**config.mk**
```make
export PLATFORM = sky130hd
export DESIGN_NAME = sen_front_flat
export DESIGN_NICKNAME = d
export VERILOG_FILES = /design/src/sen_pkg.sv /design/src/sen_in_if.sv /design/src/sen_front.sv /design/src/flat_wrapper.sv
export SDC_FILE = /design/constraint.sdc
export NUM_CORES = 1
export LEC_CHECK = 0
export CAP_MARGIN = 15
export CORE_AREA = 2 2 96 98
export DETAILED_ROUTE_END_ITERATION = 12
export DIE_AREA = 0 0 98 100
export DONT_BUFFER_PORTS = 1
export PLACE_DENSITY = 0.3
export SLEW_MARGIN = 20
export SYNTH_ARGS = -nofsm -noshare
export SYNTH_HDL_FRONTEND = slang
export SYNTH_SLANG_ARGS = --single-unit
```
**constraint.sdc**
```tcl
create_clock -name vclk -period 2.5
set_input_delay 0.5 -clock vclk [all_inputs]
set_output_delay 0.5 -clock vclk [all_outputs]
set_load 0.03 [all_outputs]
```
**src/sen_pkg.sv**
```systemverilog
// Shared types, widths and constants of the sample effect and note sequencer.
package sen_pkg;

  localparam int CMD_W    = 3;
  localparam int ADDR_W   = 14;
  localparam int BYTE_W   = 8;
  localparam int COUNT_W  = 15;
  localparam int IDX_W    = 6;
  localparam int LEN_W    = 15;
  localparam int REP_W    = 16;
  localparam int PERIOD_W = 25;
  localparam int NCOUNT_W = 7;
  localparam int DAC_W    = 12;
  localparam int RELOAD_W = 24;

  localparam int SAMPLE_DEPTH_DEF = 16384;
  localparam int NOTE_DEPTH_DEF   = 64;
  localparam int QUEUE_DEPTH      = 2;
  localparam int RES_DEPTH        = 2;

  localparam logic [DAC_W-1:0]    SILENCE      = 12'd2048;
  localparam logic [RELOAD_W-1:0] RELOAD_RESET = 24'd7271;
  localparam logic [RELOAD_W-1:0] RELOAD_MAX   = 24'hFFFFFF;

  localparam logic [CMD_W-1:0] CMD_TICK      = 3'd0;
  localparam logic [CMD_W-1:0] CMD_WR_SAMPLE = 3'd1;
  localparam logic [CMD_W-1:0] CMD_WR_NOTE   = 3'd2;
  localparam logic [CMD_W-1:0] CMD_EFFECT    = 3'd3;
  localparam logic [CMD_W-1:0] CMD_MUSIC     = 3'd4;
  localparam logic [CMD_W-1:0] CMD_STOP      = 3'd5;

  typedef enum logic [2:0] {
    OP_TICK,
    OP_WR_SAMPLE,
    OP_WR_NOTE,
    OP_EFFECT,
    OP_MUSIC,
    OP_STOP
  } op_t;

  typedef enum logic [1:0] {
    ST_EXEC,
    ST_RELOAD,
    ST_NOTE
  } state_t;

  typedef struct packed {
    op_t                  op;
    logic [ADDR_W-1:0]    sample_address;
    logic [BYTE_W-1:0]    sample_byte;
    logic [COUNT_W-1:0]   play_count;
    logic [IDX_W-1:0]     note_index;
    logic [ADDR_W-1:0]    note_start;
    logic [LEN_W-1:0]     note_length;
    logic [REP_W-1:0]     note_repeats;
    logic [RELOAD_W-1:0]  note_reload;
    logic [NCOUNT_W-1:0]  note_count;
  } item_t;

endpackage

```
**src/sen_in_if.sv**
```systemverilog
// Command channel interface of the sequencer.
interface sen_in_if import sen_pkg::*; ();
  logic                 valid;
  logic                 ready;
  logic [CMD_W-1:0]     cmd;
  logic [ADDR_W-1:0]    sample_address;
  logic [BYTE_W-1:0]    sample_byte;
  logic [COUNT_W-1:0]   play_count;
  logic [IDX_W-1:0]     note_index;
  logic [ADDR_W-1:0]    note_start;
  logic [LEN_W-1:0]     note_length;
  logic [REP_W-1:0]     note_repeats;
  logic [PERIOD_W-1:0]  note_period;
  logic [NCOUNT_W-1:0]  note_count;

  modport source (
    output valid, cmd, sample_address, sample_byte, play_count, note_index,
           note_start, note_length, note_repeats, note_period, note_count,
    input  ready
  );
  modport sink (
    input  valid, cmd, sample_address, sample_byte, play_count, note_index,
           note_start, note_length, note_repeats, note_period, note_count,
    output ready
  );
endinterface

```
**src/sen_front.sv**
```systemverilog
// Front end: accepts commands, drops ignored ones and normalizes note fields.
module sen_front import sen_pkg::*; (
  sen_in_if.sink  in_chan,
  output logic    push_valid,
  input  logic    push_ready,
  output item_t   push_item
);

  logic                keep;
  logic [PERIOD_W-1:0] period_m1;

  assign period_m1 = in_chan.note_period - PERIOD_W'(1);

  always_comb begin
    keep = 1'b1;
    push_item.op = OP_TICK;
    unique case (in_chan.cmd)
      CMD_TICK:      push_item.op = OP_TICK;
      CMD_WR_SAMPLE: push_item.op = OP_WR_SAMPLE;
      CMD_WR_NOTE:   push_item.op = OP_WR_NOTE;
      CMD_EFFECT:    push_item.op = OP_EFFECT;
      CMD_MUSIC: begin
        push_item.op = OP_MUSIC;
        keep = (in_chan.note_count != '0);
      end
      CMD_STOP:      push_item.op = OP_STOP;
      default:       keep = 1'b0;
    endcase

    push_item.sample_address = in_chan.sample_address;
    push_item.sample_byte    = in_chan.sample_byte;
    push_item.play_count     = in_chan.play_count;
    push_item.note_index     = in_chan.note_index;
    push_item.note_start     = in_chan.note_start;
    push_item.note_length    = (in_chan.note_length == '0) ? LEN_W'(1) : in_chan.note_length;
    push_item.note_repeats   = in_chan.note_repeats;
    push_item.note_count     = in_chan.note_count;

    if (in_chan.note_period == '0) begin
      push_item.note_reload = '0;
    end else if (in_chan.note_period[PERIOD_W-1] &&
                 (in_chan.note_period[RELOAD_W-1:0] != '0)) begin
      push_item.note_reload = RELOAD_MAX;
    end else begin
      push_item.note_reload = period_m1[RELOAD_W-1:0];
    end
  end

  assign push_valid    = in_chan.valid && keep;
  assign in_chan.ready = push_ready;

endmodule

```
**src/flat_wrapper.sv**
```systemverilog
// flat-port wrapper written by rule: the top's interface ports become plain ports
module sen_front_flat import sen_pkg::*;
  (push_valid, push_ready, push_item, in_chan_valid, in_chan_cmd, in_chan_sample_address, in_chan_sample_byte, in_chan_play_count, in_chan_note_index, in_chan_note_start, in_chan_note_length, in_chan_note_repeats, in_chan_note_period, in_chan_note_count, in_chan_ready);
  sen_in_if in_chan_i ();
  output logic push_valid;
  input  logic push_ready;
  output item_t push_item;
  input wire logic [$bits(in_chan_i.valid)-1:0] in_chan_valid;
  input wire logic [$bits(in_chan_i.cmd)-1:0] in_chan_cmd;
  input wire logic [$bits(in_chan_i.sample_address)-1:0] in_chan_sample_address;
  input wire logic [$bits(in_chan_i.sample_byte)-1:0] in_chan_sample_byte;
  input wire logic [$bits(in_chan_i.play_count)-1:0] in_chan_play_count;
  input wire logic [$bits(in_chan_i.note_index)-1:0] in_chan_note_index;
  input wire logic [$bits(in_chan_i.note_start)-1:0] in_chan_note_start;
  input wire logic [$bits(in_chan_i.note_length)-1:0] in_chan_note_length;
  input wire logic [$bits(in_chan_i.note_repeats)-1:0] in_chan_note_repeats;
  input wire logic [$bits(in_chan_i.note_period)-1:0] in_chan_note_period;
  input wire logic [$bits(in_chan_i.note_count)-1:0] in_chan_note_count;
  output wire logic [$bits(in_chan_i.ready)-1:0] in_chan_ready;
  assign in_chan_i.valid = in_chan_valid;
  assign in_chan_i.cmd = in_chan_cmd;
  assign in_chan_i.sample_address = in_chan_sample_address;
  assign in_chan_i.sample_byte = in_chan_sample_byte;
  assign in_chan_i.play_count = in_chan_play_count;
  assign in_chan_i.note_index = in_chan_note_index;
  assign in_chan_i.note_start = in_chan_note_start;
  assign in_chan_i.note_length = in_chan_note_length;
  assign in_chan_i.note_repeats = in_chan_note_repeats;
  assign in_chan_i.note_period = in_chan_note_period;
  assign in_chan_i.note_count = in_chan_note_count;
  assign in_chan_ready = in_chan_i.ready;
  sen_front u_core (.in_chan(in_chan_i), .push_valid(push_valid), .push_ready(push_ready), .push_item(push_item));
endmodule
```
# [Word level (Yosys, flattened, before mapping)]
# Index checks and enable logic that the tools add are counted.
[classes] n_reduce_logical=8 n_addsub=1 n_eq_ne=5 muxes=5 n_lt_le_gt_ge=0 bitwise=0 mul=0 div=0 shift=0
[ops] operator="2-to-1 mux 24 bit" n=2
[ops] operator="logical NOT 25 bit" n=1
[ops] operator="nonzero test 24 bit" n=1
[ops] operator="subtractor 24 x 1 -> 24 bit (second input constant)" n=1
[ops] operator="logical NOT 15 bit" n=1
[ops] operator="2-to-1 mux 15 bit" n=1
[ops] operator="one-hot mux 3 bit (5 select lines)" n=1
[ops] operator="nonzero test 7 bit" n=1
[ops] operator="equality test 3 x 2 -> 1 bit (second input constant)" n=2
[ops] operator="equality test 3 bit (second input constant)" n=2
[ops] operator="OR reduction 5 bit" n=1
[ops] operator="equality test 3 x 1 -> 1 bit (second input constant)" n=1
[ops] operator="logical NOT 3 bit" n=1
[ops] operator="logical AND 1 bit" n=2
[ops] operator="one-hot mux 1 bit (2 select lines)" n=1
[word_totals] latchBits=0 ramBits=0 wordCells=19 mem_count=0 inputBits=125 reg_bits=0 rom_bits=0 out_inout_bits=124

# [Longest topological paths before layout]
[depth] ltp_word=4 depth_mapped=7

# [Worst setup path before layout]
# OpenSTA, ideal clock, no wires.
[synth_path] kind="input to output" from="input port in_chan_note_period[0]" to="output port push_item[25] in the netlist's numbering" t_arrival_ns=2.643 required_ns=2.000 path_stages=7 setup_slack_ns=-0.643 path_cell_list="inv_1 ha_1 or4b_1 or3_1 nor4_1 xnor2_1 o21ai_0"
[synth_lines] item="start: declaration" line_no="flat_wrapper.sv:17" text="input wire logic [$bits(in_chan_i.note_period)-1:0] in_chan_note_period;"
[synth_lines] item="end: declaration" line_no="flat_wrapper.sv:7" text="output item_t push_item;"

==> results.sh <==
export IMPL_dp_cells=264
export IMPL_cts_hold_fix_buffers=0
export IMPL_crit_cells=8
export IMPL_setup_ws_ns=-0.3069
export IMPL_syn_area_um2=1408
export IMPL_via_count=1087
export IMPL_setup_violations=24
export IMPL_drt_total_wl_mm=4.946
export IMPL_placed_area_um2=1350
export IMPL_nClkBuffers=0
export IMPL_violations="setup timing"
export IMPL_seq_area_frac_synth=0
export IMPL_syn_nets=334
export IMPL_critPathBufInv=3
export IMPL_wl_met3_um=802
export IMPL_insertedDiodeCount=0
export IMPL_syn_mean_instance_area_um2=6.800
export IMPL_synth_cells=207
export IMPL_avgRoutedWirePerCell_um=18.59
export IMPL_worstMarginPinSlew_ns=0.5715
export IMPL_start_util=0.1583
export IMPL_period_share=1.123
export IMPL_drc=0
export IMPL_yosysWarnings=0
export IMPL_rsz0062_at_grt="true"
export IMPL_start_kind="input port"
export IMPL_yosysUniqueCellTypes=36
export IMPL_die_w_um=98
export IMPL_dieArea_um2=9800
export IMPL_critical_path_class="input port to output port"
export IMPL_gp_congestion=0.7376
export IMPL_critPathSlowestCell="or4_4"
export IMPL_gr_usage_all_layers=0.09018
export IMPL_place_hpwl_mm=4.374
export IMPL_arrival_ns=2.31
export IMPL_critPathMaxStageDelay_ns=0.57
export IMPL_met1_length_mm=1.523
export IMPL_crit_top_cell="buf_4"
export IMPL_synth_top_area_share=0.4373
export IMPL_min_period_ns=2.807
export IMPL_seq_area_um2=0
export IMPL_die_y_um=100
export IMPL_synthToLayoutAreaGrowth_pct=8.000
export IMPL_detail_route_antenna_nets=0
export IMPL_required_ns=2.00
export IMPL_p_leak_nw=0.4985
export IMPL_drtIter0Drc=19
export IMPL_grt_max_degree=23
export IMPL_nets=284
export IMPL_fmax_mhz=356.3
export IMPL_instances_no_fill=266
export IMPL_powerDensity_nw_per_um2=131.8
export IMPL_design_area_um2=1520
export IMPL_min_delay_path_class="input port to output port"
export IMPL_antenna_found_initial=0
export IMPL_synth_area_leaders="buf_4 44%, xnor2_1 9.3%, nor4_1 4.0%, a21oi_1 3.9%, clkbuf_1 3.7%"
export IMPL_num_rows=35
export IMPL_dr_wl_met2_mm=2.482
export IMPL_highest_layer="met4"
export IMPL_peakVddDrop_uv=28.61
export IMPL_hold_violations=0
export IMPL_viasPerCell=4.086
export IMPL_yosysTopAreaCell="buf_4"
export IMPL_coreArea_um2=8890
export IMPL_cp_cell_sequence="or4_4, nor4b_4, buf_4, nand4_1, nand2_1, buf_6, a31oi_2, buf_4"
export IMPL_fillers=1025
export IMPL_status="finished, violations left"
export IMPL_globalRouteOverflowTotal=0
export IMPL_maxSlewViolCount=0
export IMPL_grt_pass1_wl_mm=6.948
export IMPL_yosysMostFrequentCell="buf_4"
export IMPL_layout_drive_gt1_share=0.6000
export IMPL_min_path_cells=0
export IMPL_crit_family="simple AND/OR/NAND/NOR gates"
export IMPL_nFlopsAndLatches=0
export IMPL_max_cap_viol_count=0
export IMPL_worstPathMaxFanout=12
export IMPL_grt_pass1_vias=1092
export IMPL_timing_slew_headroom=0.6182
export IMPL_drtPass1Iterations=3
export IMPL_io_pins=249
export IMPL_synthTopCellsByCount="82 x buf_4, 15 x xnor2_1, 14 x clkbuf_1"
export IMPL_port_buffers=0
export IMPL_end_kind="output port"
## final timing paths
path              slack, ns              startpoint             end
hold / removal         1.00  in_chan_sample_byte[6]  push_item[103]
setup / recovery      -0.31  in_chan_note_period[6]   push_item[16]
## placed cells by master, fill, tap and decap left out, drive strengths merged, types with 2 or more instances in the layout
cell	count
inv	3
nor2b	3
or4	3
buf	48
a21boi	2
nand2	6
ha	2
nor4	10
xor2	4
a31oi	2
or3	4
nor2	11
nor4b	2
or2	2
xnor2	15
nor3	6
a21oi	12
o21ai	9
## stage by stage
step / setup TNS [ns] / setup slack, ns / hold WS, ns / power (mW) / utilization
floorplan: -5.619 / -0.2767 / 1.110 / 0.3993 / -
global placement: -9.918 / -0.4872 / 1.000 / 0.1843 / 0.1519
detailed placement: -9.467 / -0.4576 / 1.000 / 0.1845 / 0.1519
CTS: -6.618 / -0.3386 / 1.000 / 0.2004 / 0.1643
global route: -8.188 / -0.4042 / 1.000 / 0.2132 / 0.1710
finish: -5.900 / -0.3069 / 1.000 / 0.2003 / 0.1710
## area by class of cell
type	count	area (um^2)	share of cell area
Timing Repair Buffer	48	456.7	0.3004
Tap cell	111	138.9	0.09136
Inverter	4	18.77	0.01235
Multi-Input combinational cell	103	905.9	0.5959
## logic make-up (layout without fill, tap and decap cells)
logic type	Yosys count	after routing	share of synthesized area
adder cells (fa/ha/maj)	3	3	0.02489
AO/OA/AOI/OAI	29	29	0.1209
buffers and inverters	104	52	0.4996
XOR/XNOR	19	19	0.1182
AND/OR/NAND/NOR	52	52	0.2365
## routing by layer
| metal | up-vias | GRT usage |
|---|---|---|
| li1 | 502 | - |
| met1 | 468 | 0.09129 |
| met2 | 95 | 0.1575 |
| met3 | 22 | 0.05223 |
| met4 | 0 | 0.02778 |
| met5 | - | 0 |
## report_power, final
part / internal (mW) / switching, mW
logic: 0.0893 / 0.111
clock network: 0 / 0
registers: 0 / 0
total: 0.0893 / 0.111
## repair_timing
action                     CTS  global route
pin swaps                    0             6
setup endpoints to repair   24            24
gates resized for setup     24             9
setup buffers                0             2
(Power assumes the default switching activity.)
