[src/sen_pkg.sv]
// Shared types, widths and constants of the sample effect and note sequencer.
package sen_pkg;

  localparam int CMD_W    = 3;
  localparam int ADDR_W   = 14;
  localparam int BYTE_W   = 8;
  localparam int COUNT_W  = 15;
  localparam int IDX_W    = 6;
  localparam int LEN_W    = 15;
  localparam int REP_W    = 16;
  localparam int PERIOD_W = 25;
  localparam int NCOUNT_W = 7;
  localparam int DAC_W    = 12;
  localparam int RELOAD_W = 24;

  localparam int SAMPLE_DEPTH_DEF = 16384;
  localparam int NOTE_DEPTH_DEF   = 64;
  localparam int QUEUE_DEPTH      = 2;
  localparam int RES_DEPTH        = 2;

  localparam logic [DAC_W-1:0]    SILENCE      = 12'd2048;
  localparam logic [RELOAD_W-1:0] RELOAD_RESET = 24'd7271;
  localparam logic [RELOAD_W-1:0] RELOAD_MAX   = 24'hFFFFFF;

  localparam logic [CMD_W-1:0] CMD_TICK      = 3'd0;
  localparam logic [CMD_W-1:0] CMD_WR_SAMPLE = 3'd1;
  localparam logic [CMD_W-1:0] CMD_WR_NOTE   = 3'd2;
  localparam logic [CMD_W-1:0] CMD_EFFECT    = 3'd3;
  localparam logic [CMD_W-1:0] CMD_MUSIC     = 3'd4;
  localparam logic [CMD_W-1:0] CMD_STOP      = 3'd5;

  typedef enum logic [2:0] {
    OP_TICK,
    OP_WR_SAMPLE,
    OP_WR_NOTE,
    OP_EFFECT,
    OP_MUSIC,
    OP_STOP
  } op_t;

  typedef enum logic [1:0] {
    ST_EXEC,
    ST_RELOAD,
    ST_NOTE
  } state_t;

  typedef struct packed {
    op_t                  op;
    logic [ADDR_W-1:0]    sample_address;
    logic [BYTE_W-1:0]    sample_byte;
    logic [COUNT_W-1:0]   play_count;
    logic [IDX_W-1:0]     note_index;
    logic [ADDR_W-1:0]    note_start;
    logic [LEN_W-1:0]     note_length;
    logic [REP_W-1:0]     note_repeats;
    logic [RELOAD_W-1:0]  note_reload;
    logic [NCOUNT_W-1:0]  note_count;
  } item_t;

endpackage

[src/sen_fifo.sv]
// Short command queue between the front end and the back end.
module sen_fifo import sen_pkg::*; (
  input  logic  clk,
  input  logic  rst_n,
  input  logic  push_valid,
  output logic  push_ready,
  input  item_t push_item,
  output logic  pop_valid,
  input  logic  pop_ready,
  output item_t pop_item
);

  localparam int PW = $clog2(QUEUE_DEPTH);
  localparam int CW = $clog2(QUEUE_DEPTH + 1);

  item_t          mem_r [QUEUE_DEPTH];
  logic [PW-1:0]  wr_ptr_r, rd_ptr_r;
  logic [CW-1:0]  count_r;
  logic           do_push, do_pop;

  assign push_ready = (32'(count_r) < QUEUE_DEPTH);
  assign pop_valid  = (count_r != '0);
  assign pop_item   = mem_r[rd_ptr_r];
  assign do_push    = push_valid && push_ready;
  assign do_pop     = pop_valid && pop_ready;

  always_ff @(posedge clk) begin
    if (do_push) begin
      mem_r[wr_ptr_r] <= push_item;
    end
  end

  always_ff @(posedge clk) begin
    if (!rst_n) begin
      wr_ptr_r <= '0;
      rd_ptr_r <= '0;
      count_r  <= '0;
    end else begin
      if (do_push) begin
        wr_ptr_r <= (32'(wr_ptr_r) == QUEUE_DEPTH - 1) ? '0 : wr_ptr_r + PW'(1);
      end
      if (do_pop) begin
        rd_ptr_r <= (32'(rd_ptr_r) == QUEUE_DEPTH - 1) ? '0 : rd_ptr_r + PW'(1);
      end
      count_r <= count_r + CW'(do_push) - CW'(do_pop);
    end
  end

endmodule

[config.mk]
export PLATFORM = sky130hd
export DESIGN_NAME = sen_fifo
export DESIGN_NICKNAME = d
export VERILOG_FILES = /design/src/sen_pkg.sv /design/src/sen_fifo.sv
export SDC_FILE = /design/constraint.sdc
export NUM_CORES = 1
export LEC_CHECK = 0
export BUFFER_PORTS_ARGS = -buffer_cell sky130_fd_sc_hd__buf_2
export CAP_MARGIN = 40
export CORE_ASPECT_RATIO = 0.8
export CORE_MARGIN = 4
export CORE_UTILIZATION = 34
export DETAILED_ROUTE_END_ITERATION = 6
export PLACE_DENSITY = 0.6
export SKIP_LAST_GASP = 1
export SYNTH_ARGS = -nofsm -noshare
export SYNTH_HDL_FRONTEND = slang
export SYNTH_SLANG_ARGS = --single-unit
[constraint.sdc]
create_clock -name clk -period 23.8 [get_ports clk]
set_input_delay 5.95 -clock clk [delete_from_list [all_inputs] [get_ports clk]]
set_output_delay 5.95 -clock clk [all_outputs]
set_load 0.05 [all_outputs]
Word level (Yosys, flattened, before mapping):

Memories as Yosys holds them, arrays and structs flattened. A register that Yosys moved wholly into a read port is not among the register bits.
Index checks and enable logic that the tools add are counted.

* register bits after elaboration: 4
* latch bits: 0
* RAM bits: 244
* ROM bits: 0
* output and inout port bits: 124
* logic and storage cells: 18
* memories: 1

* add/subtract/negate cells: 4
* $mul: 0
* div/mod/pow operators: 0
* order comparisons: 1
* eq/ne operators: 0
* shift operators: 0
* muxes and demuxes: 6
* bitwise logic cells: 0
* reductions and logical operators: 3

Memory list
* mem_r: depth 2, width 122, rd ports 1, clocked after Yosys merged registers in 1, write ports 1, line sen_fifo.sv:16 `item_t mem_r [QUEUE_DEPTH];`

Operators with widths (number)
* $mux W1: 6
* $add A1 B1 Y1 const B: 2
* $add A2 B1 Y2: 1
* $logic_and A1 B1 Y1: 2
* $lt A2 B2 Y1 const B: 1
* $reduce_bool A2 Y1: 1
* $sub A2 B1 Y2: 1

Longest topological paths before layout:

Gate-level depths: netlist of run 1.

* depth in word-level cells: 4
* depth in mapped cells: 6
* gate-level depth less buffers: 6

Worst setup path before layout of run 1:

OpenSTA, ideal clock, no wires.

* kind: input to register
* start point: input push_valid
* end point: memory mem_r[0][0] in the netlist's numbering (enable)
* library setup time: 0.606 ns
* data arrival time: 11.123 ns
* data required time: 23.194 ns
* slack: 12.071 ns
* stages: 2
* path buffers: 0
* path through: nand2b_1 > nor2_1

* word-level cells in the longest chain between the ends: 3

Ends and longest elaborated chain
* start, declared: line sen_fifo.sv:5 `input logic push_valid,`
* $logic_and A1 B1 Y1: line sen_fifo.sv:24 `assign do_push = push_valid && push_ready;`
* $mux W1: line sen_fifo.sv:28 `if (do_push) begin`
* $mux W1 (implied by the code): line sen_fifo.sv:29 `mem_r[wr_ptr_r] <= push_item;`
* end, declared: line sen_fifo.sv:16

No other way between the ends.

==> impl_results.md, run 1 <==
- Outcome: complete, no violations
- Die ar.: ~30000 µm²
- Fin. Hold Viols: 0
- Synth Instances: between 400 and 500
- Reg area: around 7400 µm²
- Post-DP HPWL: around 13000 µm
- Reg2reg end: mem_r[1][35]
- Max FO, Critical Path: about 50
- CP Launch Type: flop
- Most frequent cells in the layout: buf_2, edfxtp_1, mux2_4, mux2_2, clkbuf_16
- IO Pins: 250
- Drt drc: 0
- Die height: ~160 µm
- Worst Reg2Reg Path Length in Cells: 4
- Core Box Area: 27200 µm²
- Detail Route Antenna Nets: 0
- Hold Path Class: reg2reg
- Routability cong.: around 0.75
- Slew margin rel.: between 40% and 50%
- Peak VDD IR: 60.9 µV
- Synth Area per Inst: between 20 and 25 µm²
- Post-CTS Setup Repair Bufs: 0
- Sw Share: approximately a third
- Pin count of the biggest net entering global routing: 63
- Filler instances: 2386
- HP Start: rd_ptr_r
- Psw: 423 µW
- Setup tns final: 0 ns
- First-pass DRT Iterations: 4
- Max-cap viol count: 0
- CTS Hold Bufs: 0
- Iter 0 DRT Violations: roughly 170
- Synth Cell Area: ~9400 µm²
- Number of synthesized register bits: 249
- Share of the yosys chip area belonging to registers: between 70% and 80%
- Synth top area share: 78.1%
- Library cells used by synthesis: 23
- Worst slew pin tran: a little over 0.8 ns
- Worst skew pair latency: about 0.52 ns
- # resized after CTS: 0
- Root buf cell: clkbuf_16
- Flop2flop setup slack: around 22 ns
- Final worst path period need: 8.66 ns
- Worst EP required: 17.85 ns
- Port buffer count: about 250
- Crit. End Element: output port
- First-pass GRT wire length: approximately 27000 µm
- Worst r2r src: count_r[1]
- Effective utilization at floorplan: around 34%
- Global route overflow: 0
- Power Total: approximately 1.3 mW
- Comb power frac: between 20% and 30%
- Vias/cell: around 4.4
- WS Path Type: reg2out
- Leakage: 4.54 nW
- Area occupied by multi-input gates: approximately 1800 µm²
- GRT Total Usage: between 10% and 20%
- Max Slew Vio Count: 0
- Hold depth: 2
- Final nets: about 800
- Antenna violations before repair: 1
- Clock share of power: a little under a third
- Final setup viols: 0
- RSZ-0062 raised after global routing: no
- Syn nets: 534
- Worst-path clk slew: ~0.060 ns
- Area delta synth->final: 26.8%
- # rows: 54
- CTS tree: yes
- Top cells by area, synth: edfxtp_1, mux2_4, mux2_2
- Num CTS Buffers: 26
- H-tree depth: 1
- Hold EP: rd_ptr_r
- Routed wire length: about 19000 µm
- Int Power: 880 µW
- Cell area power density: ~110 nW/µm²
- Sequential Power Share: about two fifths
- F_max: 0.115 GHz
- Die Span X: roughly 190 µm
- Final worst-path cycle share: between 30% and 40%
- Number of global-route vias before repair: around 4900
- CTS sink count: between 200 and 250
- Most common cell after layout, fill and taps aside: buf_2
- Worst Skew: just under 0.007 ns
- Critical Path, Cell by Cell: buf_4, mux2_2, buf_2
- Synth Warn #: 0
- Vias post-DR: around 4700
- Largest stage delay on the critical path: 0.76 ns
- Synth area leader: edfxtp_1
- Drt wl/cell: approximately 18 µm
- Crit path arrival time: between 2 and 3 ns
- Slowest stage cell, crit path: dfxtp_4
- N_diodes: 0
- Clock Path Buffers: 3
- Share of layout cells above drive strength 1: between 50 and 60%
[layer usage]
metal / vias up / part of all wire [%] / track usage (%) / routed length, µm
met5: - / 0 / 0 / 0
met4: 0 / 2.4 / 2.73 / 445
met3: 31 / 7.7 / 3.77 / 1420
met2: 164 / 47 / 18.1 / 8660
met1: 2331 / 43 / 14.9 / 8060
li1: 2163 / - / - / -
[cell families after synthesis]
logic type | after synthesis | synth area share (%)
compound gates | 6 | 0.347
xor+xnor | 1 | 0.0934
fa+ha+maj | 1 | 0.133
buf+inv | 15 | 1.49
flops | 249 | 79.2
mux | 122 | 17.8
simple gates | 13 | 0.907
[state kept, by name, summed over array words and instances, names as in the netlist, named ones only]
name and cells:
count_r 2, mem_r 244, rd_ptr_r 1, wr_ptr_r 1
[cells in the mapped netlist]
master	instances
and4bb_2	1
nor2b_1	1
buf_8	1
nand3_1	1
o21a_1	1
o21ai_0	3
buf_6	9
and3_1	1
xnor2_1	1
nor2_1	1
nor3_1	1
dfxtp_1	5
a21oi_1	2
ha_1	1
mux2_4	80
nand2b_1	1
inv_1	1
mux2_2	42
edfxtp_1	244
and2_1	4
or2_2	1
and3b_1	1
buf_2	4
[through the flow]
step	cell area, µm²	cells	hold slack [ns]	setup WS [ns]	utilization, %
after floorplan	9380	407	0.542	12.07	-
after global placement	11000	1011	0.570	15.72	40.4
after global routing	11900	1060	0.657	14.99	43.7
final	11900	1060	0.591	15.14	43.7
after CTS	11900	1060	0.600	15.08	43.7
after detailed placement	11100	1013	0.584	15.64	40.6
[power by group through the flow]
stage	sequential, mW	clock, mW	combinational (mW)
final	0.546	0.394	0.363
after global routing	0.549	0.426	0.378
after CTS	0.547	0.408	0.368
after detailed placement	0.556	0	0.367
after global placement	0.554	0	0.360
after floorplan	0.551	0	0.302
[cell type report]
cell class | instances | share of cell area, %
flip-flops and latches | 249 | 62.5
multi-input cells | 143 | 15.3
repair buffers | 256 | 11.3
clock buffers | 33 | 5.87
well taps | 364 | 3.83
clock inverters | 14 | 1.20
inverters | 1 | 0.0316
[worst max-delay path by stage]
stage               cells after the start  slack [ns]       endpoint
floorplan                               2       12.07    mem_r[0][0]
global placement                        3       15.72  pop_item[107]
detailed placement                      3       15.64  pop_item[114]
CTS                                     3       15.08  pop_item[114]
global route                            3       14.99  pop_item[114]
finish                                  3       15.14  pop_item[114]
[worst max-delay path: cells and delay by family, from the launching register on]
kind                   cells  cell delay, ns
buffers and inverters      2            0.94
flip-flops                 1            0.76
multiplexers               1            0.42
Power figures use the tool's default switching activity.
==> run 2: changes to the inputs <==
==> constraint.sdc (replaced) <==
create_clock -name clk -period 8.9 [get_ports clk]
set_input_delay 2.225 -clock clk [delete_from_list [all_inputs] [get_ports clk]]
set_output_delay 2.225 -clock clk [all_outputs]
set_load 0.05 [all_outputs]
==> impl_results.md, run 2 (same netlist as run 1, synthesis figures left out) <==
- Largest stage delay on the critical path: 0.76 ns (about the same)
- Top flop regs: mem_r (244), count_r (2) (unchanged)
- Final worst-path cycle share: 55.6%
- N_diodes: 0 (unchanged)
- Port buffer count: 249 (unchanged)
- Clock Path Buffers: 3 (unchanged)
- Vias/cell: 4.46 (was 4.42)
- Hold Path Class: reg2reg (unchanged)
- H-tree depth: 1 (unchanged)
- GRT Total Usage: 11.4% (was 11.3%)
- Post-CTS Setup Repair Bufs: 0 (unchanged)
- Worst skew pair latency: 0.52 ns (about the same)
- Met2 Use GR: 18.4% (was 18.1%)
- Setup tns final: 0 ns (unchanged)
- Num CTS Buffers: 27 (was 26)
- WS Path Type: reg2out (unchanged)
- Crit. End Element: output port (unchanged)
- GRT met1 Usage: 15.2% (was 14.9%)
- Slew margin rel.: 45.1% (was 45.2%)
- Iter 0 DRT Violations: 174 (unchanged)
- CTS Hold Bufs: 0 (unchanged)
- Detail Route Antenna Nets: 0 (unchanged)
- Share of layout cells above drive strength 1: 60.0% (was 59.9%)
- Die Span X: 194 µm (unchanged)
- Number of global-route vias before repair: 4998 (was 4946)
- Power Total: 3.43 mW (was 1.30 mW)
- Outcome: complete, no violations (unchanged)
- Fin. Hold Viols: 0 (unchanged)
- Dpl cell area: 11100 µm² (unchanged)
- Final setup viols: 0 (unchanged)
- Pin count of the biggest net entering global routing: 63 (unchanged)
- Routed wire length: 18600 µm (about the same)
- RSZ-0062 raised after global routing: no (unchanged)
- Global route overflow: 0 (unchanged)
- # resized after CTS: 0 (unchanged)
- Vias post-DR: 4734 (was 4689)
- Critical Path, Cell by Cell: buf_4, mux2_2, buf_2 (unchanged)
- Crit path arrival time: 2.73 ns (was 2.71 ns)
- Drt wl/cell: 17.5 µm (about the same)
- First-pass DRT Iterations: 4 (unchanged)
- Post-DP HPWL: 12800 µm (about the same)
- Worst Skew: 0.0171 ns (was 0.00696 ns)
- Worst-path clk slew: 0.06 ns (about the same)
- Final Cell Area: 11900 µm² (about the same)
- Peak VDD IR: 188 µV (was 60.9 µV)
- Core Box Area: 27200 µm² (unchanged)
- Antenna violations before repair: 1 (unchanged)
- Largest register FFs: 244 (unchanged)
- CTS sink count: 249 (unchanged)
- CP Launch Type: flop (unchanged)
- Most common cell after layout, fill and taps aside: buf_2 (unchanged)
- Gr busiest metal: met2 (unchanged)
- Max FO, Critical Path: 49 (unchanged)
- Final worst path period need: between 4 and 5 ns
- IO Pins: 250 (unchanged)
- Die ar.: 30300 µm² (unchanged)
- Most frequent cells in the layout: buf_2, edfxtp_1, mux2_4, mux2_2, clkbuf_16 (unchanged)
- Area delta synth->final: 26.4% (was 26.8%)
- Util after Layout: 43.5% (was 43.7%)
- Die height: 157 µm (unchanged)
- Drt drc: 0 (unchanged)
- Leakage: 4.52 nW (was 4.54 nW)
- Final nets: 805 (was 804)
- Worst EP required: 6.68 ns (was 17.85 ns)
- # rows: 54 (unchanged)
- Max-cap viol count: 0 (unchanged)
- Worst slew pin tran: 0.823 ns (was 0.822 ns)
- Most flop-heavy register: mem_r (unchanged)
- Effective utilization at floorplan: 34.4% (unchanged)
- CTS tree: yes (unchanged)
- M3 GR Usage: 3.42% (was 3.77%)
- F_max: just over 0.2 GHz
- Routability cong.: 0.751 (about the same)
- Slowest stage cell, crit path: dfxtp_4 (unchanged)
- Cell area power density: 290 nW/µm² (was 110 nW/µm²)
- Max Slew Vio Count: 0 (unchanged)
- Root buf cell: clkbuf_16 (unchanged)
- First-pass GRT wire length: 27700 µm (was 27400 µm)
[run 2: path summary, 6_finish.rpt]
path / from / endpoint / slack (ns) / depth (start not counted)
setup / recovery: flop / pop_item[119] / 3.95 / 3
hold / removal: rd_ptr_r / rd_ptr_r / 0.59 / 2
setup reg to reg: count_r[1] / mem_r[1][42] / 6.70 / 4
hold reg to reg: rd_ptr_r / rd_ptr_r / 0.59 / 2
[run 2: metrics by stage]
| stage | hold slack (ns) | instances | worst slack, ns |
|---|---|---|---|
| after global placement | 0.570 | 1011 | 4.55 |
| after global routing | 0.657 | 1061 | 3.80 |
| final | 0.591 | 1061 | 3.95 |
| after CTS | 0.600 | 1061 | 3.88 |
| after floorplan | 0.542 | 407 | 0.896 |
| after detailed placement | 0.584 | 1013 | 4.46 |
[run 2: worst max-delay path, delay by kind of cell (launching register included)]
kind	cells	cell delay (ns)
muxes	1	0.42
DFF	1	0.76
buffers and inverters	2	0.93
[run 2: cell type report]
class                           instances  area [µm²]
Clock buffer                           32         694
Clock inverter                         16         105
Fill cell                            2400       15400
Inverter                                1        3.75
Multi-Input combinational cell        143        1830
Sequential cell                       249        7430
Tap cell                              364         455
Timing Repair Buffer                  256        1340
[run 2: power by group]
group          total (mW)  switching, mW  leakage, nW  internal, mW
Sequential           1.46         0.0472         2.32          1.41
Clock                1.00          0.420        0.390         0.582
Combinational       0.970          0.668         1.81         0.302
Total                3.43           1.13         4.52          2.30
[run 2: routing by layer]
metal,up-vias,share of wire (%)
met5,-,0.070
met4,2,2.6
met3,33,7.2
met2,171,47
met1,2363,43
li1,2165,-
==> run 3: changes to the inputs <==
--- a/config.mk
+++ b/config.mk
@@ -11,7 +11,7 @@
 export CORE_MARGIN = 4
 export CORE_UTILIZATION = 34
 export DETAILED_ROUTE_END_ITERATION = 6
-export PLACE_DENSITY = 0.6
+export PLACE_DENSITY = 0.62
 export SKIP_LAST_GASP = 1
 export SYNTH_ARGS = -nofsm -noshare
 export SYNTH_HDL_FRONTEND = slang
==> constraint.sdc (replaced) <==
create_clock -name clk -period 4.1 [get_ports clk]
set_input_delay 1.025 -clock clk [delete_from_list [all_inputs] [get_ports clk]]
set_output_delay 1.025 -clock clk [all_outputs]
set_load 0.05 [all_outputs]
==> impl_results.md, run 3 (same netlist as run 1, synthesis figures left out) <==
- Reg2reg end: mem_r[1][64] (was mem_r[1][42])
- Final worst-path cycle share: about four fifths
- Final worst path period need: 3.30 ns
- Worst slew pin tran: 0.782 ns (was 0.823 ns)
- # rows: 54 (unchanged)
- Die ar.: 30300 µm² (unchanged)
- Max-cap viol count: 0 (unchanged)
- Number of global-route vias before repair: 4813 (was 4998)
- CTS sink count: 249 (unchanged)
- H-tree depth: 1 (unchanged)
- Flop2flop setup slack: 2.33 ns (was 6.70 ns)
- Port buffer count: 249 (unchanged)
- Detail Route Antenna Nets: 0 (unchanged)
- Pin count of the biggest net entering global routing: 124 (was 63)
- Setup ws final: 0.799 ns (was 3.95 ns)
- Area delta synth->final: 26.9% (was 26.4%)
- Cell area power density: 635 nW/µm² (was 290 nW/µm²)
- Post-CTS Setup Repair Bufs: 0 (unchanged)
- Antenna violations before repair: 3 (was 1)
- Share of layout cells above drive strength 1: 59.9% (was 60.0%)
- GRT met1 Usage: 14.7% (was 15.2%)
- Met2 Use GR: 17.2% (was 18.4%)
- GRT Total Usage: 11.1% (was 11.4%)
- Worst r2r src: count_r[1] (unchanged)
- Final setup viols: 0 (unchanged)
- Fin. Hold Viols: 0 (unchanged)
- Iter 0 DRT Violations: 195 (was 174)
- Gr busiest metal: met2 (unchanged)
- Most flop-heavy register: mem_r (unchanged)
- Leakage: 4.54 nW (was 4.52 nW)
- # resized after CTS: 0 (unchanged)
- CP Launch Type: flop (unchanged)
- Outcome: complete, no violations (unchanged)
- Most frequent cells in the layout: buf_2, edfxtp_1, mux2_4, mux2_2, clkbuf_16 (unchanged)
- Top flop regs: mem_r (244), count_r (2) (unchanged)
- Clock Path Buffers: 3 (unchanged)
- Hold Path Class: reg2reg (unchanged)
- Worst EP required: 3.07 ns (was 6.68 ns)
- Worst Skew: 0.00550 ns (was 0.0171 ns)
- Crit path arrival time: 2.28 ns (was 2.73 ns)
- Worst skew pair latency: 0.51 ns (was 0.52 ns)
- Largest register FFs: 244 (unchanged)
- CTS tree: yes (unchanged)
- Place WS: 1.28 ns (was 4.46 ns)
- Effective utilization at floorplan: 34.4% (unchanged)
- RSZ-0062 raised after global routing: no (unchanged)
- Die height: 157 µm (unchanged)
- Core Box Area: 27200 µm² (unchanged)
- Max Slew Vio Count: 0 (unchanged)
- Drt wl/cell: 16.8 µm (was 17.5 µm)
- Max FO, Critical Path: 41 (was 49)
- Worst-path clk slew: 0.06 ns (about the same)
- Final nets: 804 (was 805)
- First-pass DRT Iterations: 4 (unchanged)
- Slew margin rel.: 47.9% (was 45.1%)
- F_max: roughly 0.30 GHz
- Setup tns final: 0 ns (unchanged)
- First-pass GRT wire length: 27000 µm (was 27700 µm)
- Post-DP HPWL: 11500 µm (was 12800 µm)
- CTS Hold Bufs: 0 (unchanged)
- Drt drc: 0 (unchanged)
- Vias post-DR: 4634 (was 4734)
- Filler instances: 2410 (was 2400)
- WS Path Type: reg2out (unchanged)
- Worst Reg2Reg Path Length in Cells: 3 (was 4)
- Peak VDD IR: 353 µV (was 188 µV)
- HP Start: rd_ptr_r (unchanged)
- M3 GR Usage: 4.69% (was 3.42%)
- Routability cong.: 0.705 (was 0.751)
- Hold depth: 2 (unchanged)
- Most common cell after layout, fill and taps aside: buf_2 (unchanged)
- Num CTS Buffers: 26 (was 27)
- Die Span X: 194 µm (unchanged)
- Root buf cell: clkbuf_16 (unchanged)
- N_diodes: 0 (unchanged)
- Global route overflow: 0 (unchanged)
- Crit. End Element: output port (unchanged)
- IO Pins: 250 (unchanged)
- Routed wire length: 17900 µm (was 18600 µm)
- Vias/cell: 4.37 (was 4.46)
## run 3: worst max-delay path by stage
| stage | start | endpoint | slack [ns] |
|---|---|---|---|
| 3_3_place_gp | flop | pop_item[111] | 1.28 |
| 4_1_cts | flop | pop_item[111] | 0.71 |
| 3_5_place_dp | flop | pop_item[111] | 1.28 |
| 5_1_grt | flop | pop_item[109] | 0.66 |
| 2_1_floorplan | push_valid | mem_r[0][0] | 0.75 |
| 6_report | flop | pop_item[111] | 0.80 |
## run 3: cell type report
class | instances | area (µm²) | share of cell area (%)
sequential | 249 | 7430 | 62.4
multi-input combinational | 143 | 1830 | 15.3
timing repair buffer | 256 | 1350 | 11.3
clock buffer | 35 | 706 | 5.93
tap | 364 | 455 | 3.83
clock inverter | 12 | 136 | 1.15
inverter | 1 | 3.75 | 0.0315
## run 3: critical path: stages (launching register included)
cell     delay, ns
dfxtp_4       0.82
buf_4         0.34
mux2_2        0.37
buf_2         0.21
## run 3: stage by stage
stage	util, %	area (µm²)	power, mW	hold slack (ns)	instances
floorplan	-	9390	4.93	0.552	407
global placement	40.6	11100	5.34	0.564	1013
detailed placement	40.6	11100	5.36	0.575	1013
CTS	43.7	11900	7.68	0.586	1060
global route	43.7	11900	7.91	0.643	1060
finish	43.7	11900	7.56	0.581	1060
## run 3: metal layers
| layer | share of wire (%) | vias up |
|---|---|---|
| met5 | 0.21 | - |
| met4 | 2.9 | 6 |
| met3 | 10 | 35 |
| met2 | 44 | 175 |
| met1 | 42 | 2254 |
| li1 | - | 2164 |
## run 3: power breakdown
part	switching, mW	internal (mW)
Sequential	0.101	3.07
Combinational	1.44	0.663
Clock	0.902	1.39
